==> config.mk <==
export PLATFORM = sky130hd
export DESIGN_NAME = gf2_poly_irreducibility_test_core
export DESIGN_NICKNAME = d
export VERILOG_FILES = /design/src/hw/rtl/gpit_pkg.sv /design/src/hw/rtl/gpit_engine.sv /design/src/hw/rtl/gf2_poly_irreducibility_test_core.sv
export SDC_FILE = /design/constraint.sdc
export NUM_CORES = 1
export LEC_CHECK = 0
export ABC_AREA = 1
export BUFFER_PORTS_ARGS = -buffer_cell sky130_fd_sc_hd__buf_4
export CAP_MARGIN = 20
export CELL_PAD_IN_SITES_DETAIL_PLACEMENT = 1
export CELL_PAD_IN_SITES_GLOBAL_PLACEMENT = 1
export CORE_MARGIN = 3
export CORE_UTILIZATION = 43
export DETAILED_ROUTE_END_ITERATION = 10
export MAX_ROUTING_LAYER = met4
export PLACE_DENSITY_LB_ADDON = 0.1
export SLEW_MARGIN = 40
export SYNTH_ARGS = -nofsm -noshare
export SYNTH_HDL_FRONTEND = slang
export SYNTH_SLANG_ARGS = --single-unit
==> constraint.sdc <==
create_clock -name clk -period 5.1 [get_ports clk]
set_input_delay 0.765 -clock clk [delete_from_list [all_inputs] [get_ports clk]]
set_output_delay 0.765 -clock clk [all_outputs]
set_load 0.01 [all_outputs]
==> src/hw/rtl/gpit_pkg.sv <==
// Shared types and constants for the GF(2) irreducibility test core.
package gpit_pkg;

    localparam int POLY_BITS_DEF = 64;
    localparam int IN_BITS = 64;

    typedef enum logic [3:0] {
        ST_IDLE,
        ST_SCAN,
        ST_SQ_INIT,
        ST_SQ_STEP,
        ST_GCD_INIT,
        ST_GCD_STEP,
        ST_DONE
    } state_t;

    typedef struct packed {
        logic start;
        logic busy;
    } unit_ctl_t;

endpackage

==> src/hw/rtl/gpit_engine.sv <==
// Sequencer and shared shift/xor datapath for the Ben-Or test.
module gpit_engine #(
    parameter int POLY_BITS = gpit_pkg::POLY_BITS_DEF
) (
    input  logic                        clk,
    input  logic                        rst_n,
    input  logic                        start,
    input  logic [gpit_pkg::IN_BITS-1:0] poly,
    output logic                        done,
    output logic                        result
);
    import gpit_pkg::*;

    localparam int W  = (POLY_BITS < IN_BITS) ? POLY_BITS : IN_BITS;
    localparam int DW = $clog2(W);

    state_t        state_reg, state_next;
    logic [W-1:0]  f_reg, f_next;
    logic [W-1:0]  r_reg, r_next;
    logic [W-1:0]  acc_reg, acc_next;
    logic [W-1:0]  a_reg, a_next;
    logic [W-1:0]  b_reg, b_next;
    logic [DW-1:0] d_reg, d_next;
    logic [DW-1:0] k_reg, k_next;
    logic [DW-1:0] ka_reg, ka_next;
    logic [DW-1:0] i_reg, i_next;
    logic          res_reg, res_next;

    logic [W-1:0]  acc_sh;
    logic [W-1:0]  acc_md;
    logic          b_top;

    always_comb
    begin
        acc_sh = acc_reg << 1;
        acc_md = acc_sh[d_reg] ? (acc_sh ^ f_reg) : acc_sh;
        if (r_reg[k_reg])
            acc_md = acc_md ^ r_reg;
        b_top = b_reg[W-1];
    end

    always_ff @(posedge clk or negedge rst_n)
    begin
        if (!rst_n)
        begin
            state_reg <= ST_IDLE;
            res_reg   <= 1'b0;
        end
        else
        begin
            state_reg <= state_next;
            res_reg   <= res_next;
        end
    end

    always_ff @(posedge clk)
    begin
        f_reg   <= f_next;
        r_reg   <= r_next;
        acc_reg <= acc_next;
        a_reg   <= a_next;
        b_reg   <= b_next;
        d_reg   <= d_next;
        k_reg   <= k_next;
        ka_reg  <= ka_next;
        i_reg   <= i_next;
    end

    // Gcd: a left-aligned with degree ka; b stored as b * x^(W-1-k) with degree <= k.
    always_comb
    begin
        state_next = state_reg;
        f_next = f_reg; r_next = r_reg; acc_next = acc_reg;
        a_next = a_reg; b_next = b_reg; d_next = d_reg;
        k_next = k_reg; ka_next = ka_reg; i_next = i_reg; res_next = res_reg;
        case (state_reg)
            ST_IDLE:
            begin
                if (start)
                begin
                    f_next = poly[W-1:0];
                    d_next = DW'(W - 1);
                    state_next = ST_SCAN;
                end
            end
            ST_SCAN:
            begin
                if (f_reg == '0 || d_reg == '0)
                begin
                    res_next = 1'b0;
                    state_next = ST_DONE;
                end
                else if (f_reg[d_reg])
                begin
                    if (d_reg == DW'(1))
                    begin
                        res_next = f_reg[0];
                        state_next = ST_DONE;
                    end
                    else
                    begin
                        r_next = W'(2);
                        i_next = DW'(1);
                        state_next = ST_SQ_INIT;
                    end
                end
                else
                    d_next = d_reg - DW'(1);
            end
            ST_SQ_INIT:
            begin
                acc_next = '0;
                k_next = d_reg - DW'(1);
                state_next = ST_SQ_STEP;
            end
            ST_SQ_STEP:
            begin
                acc_next = acc_md;
                if (k_reg == '0)
                    state_next = ST_GCD_INIT;
                else
                    k_next = k_reg - DW'(1);
            end
            ST_GCD_INIT:
            begin
                r_next = acc_reg;
                a_next = f_reg << (DW'(W - 1) - d_reg);
                ka_next = d_reg;
                b_next = acc_reg ^ W'(2);
                k_next = DW'(W - 1);
                state_next = ST_GCD_STEP;
            end
            ST_GCD_STEP:
            begin
                if (b_reg == '0)
                begin
                    if (ka_reg == '0)
                    begin
                        if (i_reg == (d_reg >> 1))
                        begin
                            res_next = 1'b1;
                            state_next = ST_DONE;
                        end
                        else
                        begin
                            i_next = i_reg + DW'(1);
                            state_next = ST_SQ_INIT;
                        end
                    end
                    else
                    begin
                        res_next = 1'b0;
                        state_next = ST_DONE;
                    end
                end
                else if (!b_top)
                begin
                    b_next = b_reg << 1;
                    k_next = k_reg - DW'(1);
                end
                else if (k_reg > ka_reg)
                begin
                    a_next  = b_reg;
                    b_next  = a_reg;
                    ka_next = k_reg;
                    k_next  = ka_reg;
                end
                else
                begin
                    a_next  = b_reg;
                    ka_next = k_reg;
                    b_next  = a_reg ^ b_reg;
                    k_next  = ka_reg;
                end
            end
            ST_DONE:
                state_next = ST_IDLE;
            default:
                state_next = ST_IDLE;
        endcase
    end

    assign done   = (state_reg == ST_DONE);
    assign result = res_reg;

`ifndef SYNTHESIS
    a_done_one: assert property (@(posedge clk) disable iff (!rst_n)
        done |=> !done) else $error("done held");
    a_start_idle: assert property (@(posedge clk) disable iff (!rst_n)
        (state_reg == ST_IDLE && start) |=> state_reg == ST_SCAN)
        else $error("start lost");
    a_gcd_norm: assert property (@(posedge clk) disable iff (!rst_n)
        (state_reg == ST_GCD_STEP) |-> a_reg[W-1])
        else $error("gcd operand not aligned");
`endif
endmodule

==> src/hw/rtl/gf2_poly_irreducibility_test_core.sv <==
// Top level of the GF(2) polynomial irreducibility test core.
//  channel | signals                          | dir
//  in      | in_valid in_ready poly_value     | in
//  out     | out_valid out_ready is_irreducible | out
// One item passes a start state, a scan for the degree, then up to deg/2 rounds
// of modular squaring, each followed by a gcd, then a done state and the
// transfer into the result register.
// in_ready is low from acceptance until the result is transferred.
// Reset clears control; out_valid holds through stalls.
module gf2_poly_irreducibility_test_core #(
    parameter int POLY_BITS = gpit_pkg::POLY_BITS_DEF
) (
    input  logic                         clk,
    input  logic                         rst_n,
    input  logic                         in_valid,
    output logic                         in_ready,
    input  logic [gpit_pkg::IN_BITS-1:0] poly_value,
    output logic                         out_valid,
    input  logic                         out_ready,
    output logic                         is_irreducible
);
    import gpit_pkg::*;

    unit_ctl_t ctl;
    logic      done, res;
    logic      busy_reg, busy_next;
    logic      ov_reg, ov_next;
    logic      res_reg, res_next;

    assign ctl.start = in_valid && in_ready;
    assign ctl.busy  = busy_reg;

    gpit_engine #(.POLY_BITS(POLY_BITS)) u_eng (
        .clk(clk), .rst_n(rst_n), .start(ctl.start), .poly(poly_value),
        .done(done), .result(res)
    );

    always_comb
    begin
        busy_next = busy_reg;
        ov_next   = ov_reg;
        res_next  = res_reg;
        if (ctl.start)
            busy_next = 1'b1;
        if (done)
        begin
            ov_next  = 1'b1;
            res_next = res;
        end
        if (ov_reg && out_ready)
        begin
            ov_next   = 1'b0;
            busy_next = 1'b0;
        end
    end

    always_ff @(posedge clk or negedge rst_n)
    begin
        if (!rst_n)
        begin
            busy_reg <= 1'b0;
            ov_reg   <= 1'b0;
            res_reg  <= 1'b0;
        end
        else
        begin
            busy_reg <= busy_next;
            ov_reg   <= ov_next;
            res_reg  <= res_next;
        end
    end

    assign in_ready       = !ctl.busy;
    assign out_valid      = ov_reg;
    assign is_irreducible = res_reg;

`ifndef SYNTHESIS
    a_ov_busy: assert property (@(posedge clk) disable iff (!rst_n)
        out_valid |-> busy_reg) else $error("result without item");
    a_done_busy: assert property (@(posedge clk) disable iff (!rst_n)
        done |-> busy_reg && !out_valid) else $error("stray done");
    a_hold: assert property (@(posedge clk) disable iff (!rst_n)
        (out_valid && !out_ready) |=> out_valid && $stable(is_irreducible))
        else $error("result dropped");
`endif
endmodule

* Word-level counts from Yosys, hierarchy flattened
Index checks and enable logic that the tools add are counted.
** Word-level totals
- Flip-flop bits (word level) :: 352
- Bits in latches :: 0
- Bits in writable memories :: 0
- ROM bits :: 0
- Input bits :: 68
- Output and inout bits :: 3
- Word-level logic and storage cells :: 134
- Memories kept :: 0
** Operators by class
- Add/sub/neg operators :: 4
- Multipliers :: 0
- Div/mod/pow operators :: 0
- Order comparisons :: 3
- Eq/ne operators :: 23
- Shift-type cells :: 1
- Multiplexer cells :: 58
- Bitwise gates (word level) :: 4
- Reductions and logical operators :: 27
** Operator list (number)
- 64-bit two-way mux :: 10
- 64-bit case mux with 2 select lines :: 4
- 64-bit XOR :: 3
- 64-bit logical NOT :: 2
- 6-bit two-way mux :: 14
- 64-bit by 6-bit << shifter with 64-bit output :: 1
- 6-bit case mux with 2 select lines :: 3
- 4-bit case mux with 6 select lines :: 1
- 6-bit case mux with 4 select lines :: 1
- 4-bit two-way mux :: 5
- 1-bit binary-select mux with 6-bit select :: 3
- 6-bit logical NOT :: 3
- 6-bit by 7-bit < comparator with 1-bit output, second input constant :: 2
- 2-bit nonzero test :: 7
- 1-bit two-way mux :: 13
- 4-bit by 3-bit equality test with 1-bit output, second input constant :: 3
- 2-bit by 1-bit inequality test with 1-bit output, second input constant :: 6
- 2-bit inequality test, second input constant :: 6
- 4-bit AND reduction :: 3
- 6-bit by 1-bit subtractor with 6-bit output, second input constant :: 2
- 3-bit two-way mux :: 3
- 4-bit by 2-bit equality test with 1-bit output, second input constant :: 2
- 7-bit AND reduction :: 1
- 6-bit by 1-bit adder with 6-bit output, second input constant :: 1
- 17 further kinds :: 21

* Logic depth before layout (Yosys ltp)
Gate-level depths: netlist of run 1.
- Word-level depth :: 6
- Mapped depth :: 17
- Gate-level depth less buffers :: 15

* By module
A second synthesis of run 1 with hierarchy kept.
** Second synthesis, totals
- Cells, all modules :: 2991
- Area, all modules :: 23144.7 um^2
** By module, submodules not included
- gpit_engine :: instances 1, cells an instance 2975, area an instance 23020.8 um^2
- gf2_poly_irreducibility_test_core :: instances 1, cells an instance 16, area an instance 123.9 um^2

* Least setup slack after synthesis of run 1
OpenSTA, ideal clock, no wires.
- Path type :: reg2reg
- Start :: reg u_eng.state_reg[1]
- End :: reg u_eng.k_reg[0], enable pin
- Arrival :: 4697 ps
- Data required time :: 4786 ps
- Setup slack :: 89 ps
- Cell stages (with the launch flop) :: 9
- Clock period less this slack :: 5011 ps
- Cell sequence :: dfrtp_1 -> inv_1 -> nor2_1 -> nand2_1 -> nand2_1 -> nor2_1 -> nand2_1 -> o221ai_1 -> inv_1
** On the way
- Longest elaborated chain between the ends :: 3
- Elaborated cells between the ends (all ways) :: 8
- Those cells by class :: eq/ne (6); reduce/logical (2)
** Ends and longest elaborated chain
- start: declaration :: RTL line gpit_engine.sv:17 : state_t state_reg, state_next;
- start signal: assignment :: RTL line gpit_engine.sv:51 : state_reg <= state_next;
- 4-bit by 2-bit equality test with 1-bit output or 4-bit by 3-bit equality test with 1-bit output (tied branches) :: RTL line gpit_engine.sv:76 : case (state_reg)
- 2-bit inequality test (no source line) or 4-bit nonzero test (tied branches)
- 3-bit AND reduction (no source line) *
- end signal: assignment :: RTL line gpit_engine.sv:64 : k_reg <= k_next;
- end: declaration :: RTL line gpit_engine.sv:24 : logic [DW-1:0] k_reg, k_next;
Every way passes the cells marked *; elsewhere a longest branch is shown, timed or not.
A chain may end at the register's enable or synchronous reset.

* Worst setup path after layout of run 1
- Start :: reg u_eng.d_reg[0]
- End :: reg u_eng.acc_reg[12] (data pin)
** On the way
- Longest elaborated chain between the ends :: 6
** Ends and longest elaborated chain
- start: declaration :: RTL line gpit_engine.sv:23 : logic [DW-1:0] d_reg, d_next;
- start signal: assignment :: RTL line gpit_engine.sv:63 : d_reg <= d_next;
- 1-bit binary-select mux with 6-bit select * :: RTL line gpit_engine.sv:36 : acc_md = acc_sh[d_reg] ? (acc_sh ^ f_reg) : acc_sh;
- 1-bit two-way mux (implied by the code) * :: RTL line gpit_engine.sv:36
- 64-bit two-way mux * :: RTL line gpit_engine.sv:36
- 64-bit XOR :: RTL line gpit_engine.sv:38 : acc_md = acc_md ^ r_reg;
- 64-bit two-way mux * :: RTL line gpit_engine.sv:37 : if (r_reg[k_reg])
- 64-bit case mux with 2 select lines * :: RTL line gpit_engine.sv:76
- end signal: assignment :: RTL line gpit_engine.sv:60 : acc_reg <= acc_next;
- end: declaration :: RTL line gpit_engine.sv:20 : logic [W-1:0] acc_reg, acc_next;
Every way passes the cells marked *; elsewhere a longest branch is shown, timed or not. The select of a mux whose other input is x is not followed.

==> flow_summary.yaml, run 1 <==
critical_path:
  cp_num_cells: 15
  crit_end: "u_eng.acc_reg[12]$_SDFFCE_PN0P_"
  max_stage_delay_ns: 0.59
  crit_type: "reg -> reg"
  r2r_cells: 15
  cp_max_fo: 44
  worst_setup_path_start_kind: "register"
  ff2ff_setup_slack_ns: 1.36
  cp_data_required_time_ns: 5.43
  r2r-start: "u_eng.d_reg[0]$_SDFFCE_PN1P_"
  cp_common_cell: "nand2_1"
  critical_path.top_delay_family: "simple AND/OR/NAND/NOR gates"
  end_kind: "register"
  cp_data_arrival_time_ns: 4.08
  r2r-end: "u_eng.acc_reg[12]$_SDFFCE_PN0P_"
  crit_chain: "inv_2, buf_4, nand2_1, nand3_1, nand3_1, nand3_1, nand3_1, nand2_1, inv_2, nand2_4, nand2_1, nand2_1, nand2_1, nand2_1, nor2_1"
  crit_buf_inv: 3
  worstSetupStartpoint: "u_eng.d_reg[0]$_SDFFCE_PN1P_"
  crit_slowest_cell: "nand2_4"
sta:
  final.setup.tns_ns: 0
  fin_crit_ns: 3.74
  worst_slew_pin_slew_ns: 0.788
  max_slew_margin_pct: 47.5
  post-route-period-util_pct: 73.4
  finalMaxSlewViolations: 0
  setup_viol: 0
  rsz0062_at_grt: "no"
  hold_viol: 0
  fin_ws_ns: 1.36
  clock_skew_ns: 0.0124
  fmax_mhz: 267
yosys:
  synth_edf_count: 344
  yosysSeqAreaShare_pct: 45.7
  postSynthCellCount: 3018
  yosysWarnings: 0
  ys_ff_latch: 351
  yosysTopAreaCell: "edfxtp_1"
  postSynth.asyncResetShare_pct: 1.99
  synth_common_cells: "nand2_1 (886), nand3_1 (403), edfxtp_1 (344), nor2_1 (309), inv_1 (250)"
  syn_nets: 3097
  ys.flop_type: "edfxtp_1"
  netlist_area_um2: 23000
  synth.most_common_cell: "nand2_1"
  ys_types: 44
  syn_avg_cell_area_um2: 7.62
  synth_top_cell_area_share_pct: 44.9
  synthTopCellsByArea: "edfxtp_1 (45%), nand2_1 (14%), nand3_1 (8.8%), nor2_1 (5.0%), o21ai_0 (4.7%)"
cts:
  clock_insertion_delay_worst_skew_ns: 0.59
  hold_buffers: 1
  clock-sinks: 351
  cts_setup_buffers: 0
  root_buffer: "clkbuf_16"
  clockBufferDepth: 3
  h-tree-depth: 2
  cts_buffers: 44
  post_cts_resized: 0
  cts_tree: "done"
  clk_pin_slew_ns: 0.06
final_layout:
  multi_input_area_um2: 10700
  nNetsFinal: 3093
  layout-drive-gt1-share_pct: 7.51
  fin_util_pct: 48.3
  synthToLayoutAreaGrowth_pct: 10.7
  ff_latch_area_um2: 10500
  fillCellCount: 6552
route:
  totalWireLength_um: 97000
  avgRoutedWirePerCell_um: 25.9
  drtAntennaViolNets: 0
  routed_via_density: 6.00
  drc: 0
  drtIter0Drc: 2838
  drt-pass1-iter-count: 6
  num_vias: 22400
global_route:
  grt_max_degree: 67
  grt_overflow: 0
  grt_usage_pct: 34.9
  grt_first_pass_wirelength_um: 143000
  grt_pass1_vias: 22200
  antenna_found_initial: 3
die:
  dieHeight_um: 237
  die_x_um: 237
  core_um2: 52800
  initial_core_util_pct: 43.6
  dieArea_um2: 56300
  rows: 84
  io_pins: 71
hold_path:
  holdCritPathClass: "in -> reg"
pwr:
  max-vdd-ir-drop_mv: 0.660
  p_leak_nw: 10.8
  total_power_mw: 16.6
  p_per_area_nw_per_um2: 654
place:
  port_buffers: 70
  hpwl_um: 71000
  gp_congestion: 0.986
  post-place-ws_ns: 1.47
flow_run:
  drv_cap: 0
status:
  status: "finished, final reports clean"
-- layout by cell type (no fill, tap or decap), drive strengths merged, types with 6 or more instances in the layout --
cell and n:
xor2 71, nand4 14, a31oi 17, mux2i 27, nand2 889, inv 257
nor2 311, ha 11, clkinv 18, o22ai 14, buf 126, o211ai 17
bufinv 6, o21ai 240, clkbuf 52, nor4 16, xnor2 62, dfrtp 7
or2 6, nor3 12, nand3 405, a21oi 103, edfxtp 344
-- cells by family (layout without fill, tap and decap cells) --
| kind of cell | Yosys count | after routing | share of synthesized area, % |
|---|---|---|---|
| xor+xnor | 133 | 133 | 5.07 |
| mux | 28 | 28 | 1.22 |
| other cells | 0 | 3 | 0 |
| fa+ha+maj | 11 | 11 | 0.598 |
| buf+inv | 434 | 464 | 8.14 |
| flops | 351 | 351 | 45.7 |
| compound gates | 406 | 406 | 9.45 |
| simple gates | 1655 | 1655 | 29.8 |
-- worst min path at each step --
stage / from / end / cells past startpoint
after detailed placement: is_irreducible$_DFFE_PN0P_ / is_irreducible$_DFFE_PN0P_ / 1
after global placement: is_irreducible$_DFFE_PN0P_ / is_irreducible$_DFFE_PN0P_ / 1
after CTS: poly_value[58] / u_eng.f_reg[58]$_DFFE_PP_ / 1
final: poly_value[51] / u_eng.f_reg[51]$_DFFE_PP_ / 1
after global routing: poly_value[58] / u_eng.f_reg[58]$_DFFE_PP_ / 1
after floorplan: u_eng.result$_DFFE_PN0P_ / u_eng.result$_DFFE_PN0P_ / 2
-- report_power, final --
group          switching, mW  total, mW  internal, mW  leakage (nW)
sequential             0.713       5.10          4.39          3.30
combinational           6.08       8.29          2.21          6.83
clock                   1.32       3.25          1.93         0.711
-- layout make-up --
type | instances | share of cell area (%)
Multi-Input combinational cell | 2233 | 41.9
Sequential cell | 351 | 41.3
Clock buffer | 52 | 4.57
Timing Repair Buffer | 127 | 3.92
Inverter | 257 | 3.79
Tap cell | 688 | 3.38
Clock inverter | 28 | 1.18
Antenna cell | 3 | 0.0295
-- layer usage --
metal / GRT usage (%) / wire length (µm)
met5: - / 0
met4: 12.1 / 3720
met3: 5.46 / 8530
met2: 51.6 / 42200
met1: 49.1 / 42500
-- per-stage QoR --
stage / area [µm²] / std cells / hold slack (ns)
after floorplan: 23000 / 3018 / 0.438
after global placement: 24000 / 3655 / 0.498
after detailed placement: 24000 / 3655 / 0.505
after CTS: 25400 / 3736 / 0.337
after global routing: 25500 / 3738 / 0.338
final: 25500 / 3739 / 0.354
Note: power is estimated with default switching activity, not from simulation.
==> run 2, diff against run 1 <==
- ABC_AREA: 1 -> 0
- CORE_UTILIZATION: 43 -> 51
- clock period: 5.1 -> 3.6 ns (I/O delays scaled with it)
==> flow_summary.yaml, run 2 <==
route:
  routed_via_density: 6.93
  drtIter0Drc: 2575
  avgRoutedWirePerCell_um: 30.6
  drc: 0
  totalWireLength_um: 87700
  drtAntennaViolNets: 0
  drt-pass1-iter-count: 5
  num_vias: 19900
pwr:
  p_leak_nw: 10.2
  p_int_mw: 12.6
  max-vdd-ir-drop_mv: 0.915
  p_per_area_nw_per_um2: 854
  seqPwrFrac_pct: 35.1
  netSwitchingFraction_pct: 43.7
  pwr-share-clk_pct: 17.8
  p_comb_share_pct: 47.1
  p_sw_mw: 9.79
critical_path:
  cp_data_required_time_ns: 4.05
  crit_type: "reg -> reg"
  cp_max_fo: 32
  worst_setup_path_start_kind: "register"
  cp_data_arrival_time_ns: 3.92
  r2r_cells: 12
  end_kind: "register"
place:
  hpwl_um: 62700
  port_buffers: 70
  gp_congestion: 0.979
  place_area_um2: 24900
sta:
  max_slew_margin_pct: 45.6
  fmax_mhz: 288
  clock_skew_ns: 0.0331
  hold_viol: 0
  finalMaxSlewViolations: 0
  setup_viol: 0
  final.setup.tns_ns: 0
  worst_slew_pin_slew_ns: 0.815
  fin_crit_ns: 3.47
  post-route-period-util_pct: 96.4
  rsz0062_at_grt: "no"
global_route:
  antenna_found_initial: 4
  grt_usage_pct: 37.5
  grt_util_met2_pct: 55.2
  grt_pass1_vias: 19700
  grt_overflow: 0
  grt_max_degree: 124
  grt_first_pass_wirelength_um: 129000
  grt_util_met3_pct: 8.85
  met1_usage_pct: 51.2
  grt.busiest_layer: "met2"
final_layout:
  synthToLayoutAreaGrowth_pct: 13.4
  layout-drive-gt1-share_pct: 18.4
  nNetsFinal: 2318
  final_common_cell: "edfxtp_1"
  final_cell_mix: "edfxtp_1 (344), nand2_1 (240), buf_4 (180), o21ai_0 (137), mux2i_1 (132)"
  fin_area_um2: 26200
  fillCellCount: 4727
cts:
  h-tree-depth: 2
  root_buffer: "clkbuf_16"
  clk_pin_slew_ns: 0.06
  clockBufferDepth: 3
  clock_insertion_delay_worst_skew_ns: 0.60
  cts_tree: "done"
  clock-sinks: 351
  cts_buffers: 42
yosys:
  yosysSeqAreaShare_pct: 45.4
  netlist_area_um2: 23100
  yosysTopAreaCell: "edfxtp_1"
  postSynth.asyncResetShare_pct: 1.99
  ys.flop_type: "edfxtp_1"
  synthTopCellsByArea: "edfxtp_1 (45%), mux4_2 (9.4%), mux2i_1 (5.7%), a21o_1 (4.1%), nand2_1 (3.9%)"
  yosysWarnings: 0
  synth_edf_count: 344
  ys_types: 63
  synth_common_cells: "edfxtp_1 (344), nand2_1 (242), o21ai_0 (137), clkbuf_1 (135), mux2i_1 (132)"
  postSynthCellCount: 2178
  synth_top_cell_area_share_pct: 44.7
  ys_ff_latch: 351
  synth.most_common_cell: "edfxtp_1"
  syn_nets: 2257
  syn_avg_cell_area_um2: 10.6
die:
  initial_core_util_pct: 51.9
  dieArea_um2: 47900
  die_x_um: 219
  rows: 77
  dieHeight_um: 219
  core_um2: 44500
  io_pins: 71
flow_run:
  drv_cap: 0
status:
  status: "finished, final reports clean"
hold_path:
  holdCritPathClass: "in -> reg"
  hold_depth: 1
[run 2: changes by cell type after synthesis, sizes merged, moves of 64 or more]
cell    delta
nand2    -647
nand3    -327
nor2     -190
inv      -174
a21o     +127
mux2i    +105
o21ai    -103
mux4      +96
clkbuf    +81
a21oi     -72
buf       -70
and3      +66
or3       +65
a311oi    +64
[run 2: final timing paths]
kind,from,to,slack [ns]
max,u_eng.d_reg[1]$_SDFFCE_PN1P_,u_eng.acc_reg[25]$_SDFFCE_PN0P_,0.13
min,poly_value[55],u_eng.f_reg[55]$_DFFE_PP_,0.12
max reg2reg,u_eng.d_reg[1]$_SDFFCE_PN1P_,u_eng.acc_reg[25]$_SDFFCE_PN0P_,0.13
min reg2reg,u_eng.result$_DFFE_PN0P_,u_eng.result$_DFFE_PN0P_,0.50
max in group asynchronous,rst_n,u_eng.state_reg[0]$_DFFE_PN0P_,3.13
min in group asynchronous,rst_n,busy_reg$_DFFE_PN0P_,0.31
[run 2: cells by family (layout without fill, tap and decap cells)]
logic type	Yosys count	count (layout)	synth area share (%)
adders and majority gates	11	11	0.595
other	0	5	0
buffers and inverters	271	359	4.81
AOI/OAI and AO/OA	475	475	14.1
xor gates and xnor gates	82	82	3.11
DFF	351	351	45.4
muxes	268	268	17.0
and+or+nand+nor	720	720	14.9
[run 2: per-stage QoR]
step,hold slack [ns],power (mW),util (%),setup WS (ns),instances
after floorplan,0.244,14.0,-,0.0536,2178
after global placement,0.366,17.6,56.0,0.312,2784
after detailed placement,0.370,18.1,56.0,0.229,2784
after CTS,0.105,22.1,58.8,0.0387,2856
after global routing,0.115,23.3,58.9,0.0449,2861
final,0.122,22.4,58.9,0.129,2863
[run 2: routing by layer]
layer | vias to the layer above | routed length (µm)
li1 | 8408 | -
met3 | 180 | 8820
met4 | 0 | 3490
met1 | 10200 | 36300
met2 | 1073 | 39100
met5 | - | 0
[run 2: area by class of cell]
| class | count | area, µm² | share of cell area [%] |
|---|---|---|---|
| Antenna cell | 5 | 12.5 | 0.0477 |
| Clock buffer | 52 | 1090 | 4.15 |
| Clock inverter | 19 | 134 | 0.511 |
| Inverter | 83 | 312 | 1.19 |
| Multi-Input combinational cell | 1556 | 11600 | 44.3 |
| Sequential cell | 351 | 10500 | 40.1 |
| Tap cell | 592 | 741 | 2.83 |
| Timing Repair Buffer | 205 | 1810 | 6.89 |
[run 2: what timing repair did]
item	4_1_cts	5_1_grt
hold buffers	1	0
endpoints found under the hold margin	7	0
endpoints found under the setup margin	0	3
buffers inserted	0	0
resized for setup	0	3
[run 2: critical path, stage by stage (launching register included)]
cell and delay, ns:
edfxtp_1 0.45, buf_12 0.23, buf_12 0.25, mux4_2 0.33, nor4b_2 0.08, buf_4 0.16, nor4_4 0.31, o31ai_4 0.15
buf_12 0.19, nor3_1 0.50, buf_4 0.25, xnor2_1 0.15, mux2i_1 0.22
[run 2: power groups by stage]
stage	clock network [mW]	registers [mW]	logic [mW]
2_1_floorplan	0	7.07	6.91
4_1_cts	4.03	7.81	10.3
5_1_grt	4.19	7.91	11.2
6_report	3.99	7.85	10.5
3_5_place_dp	0	7.86	10.2
3_3_place_gp	0	7.80	9.81
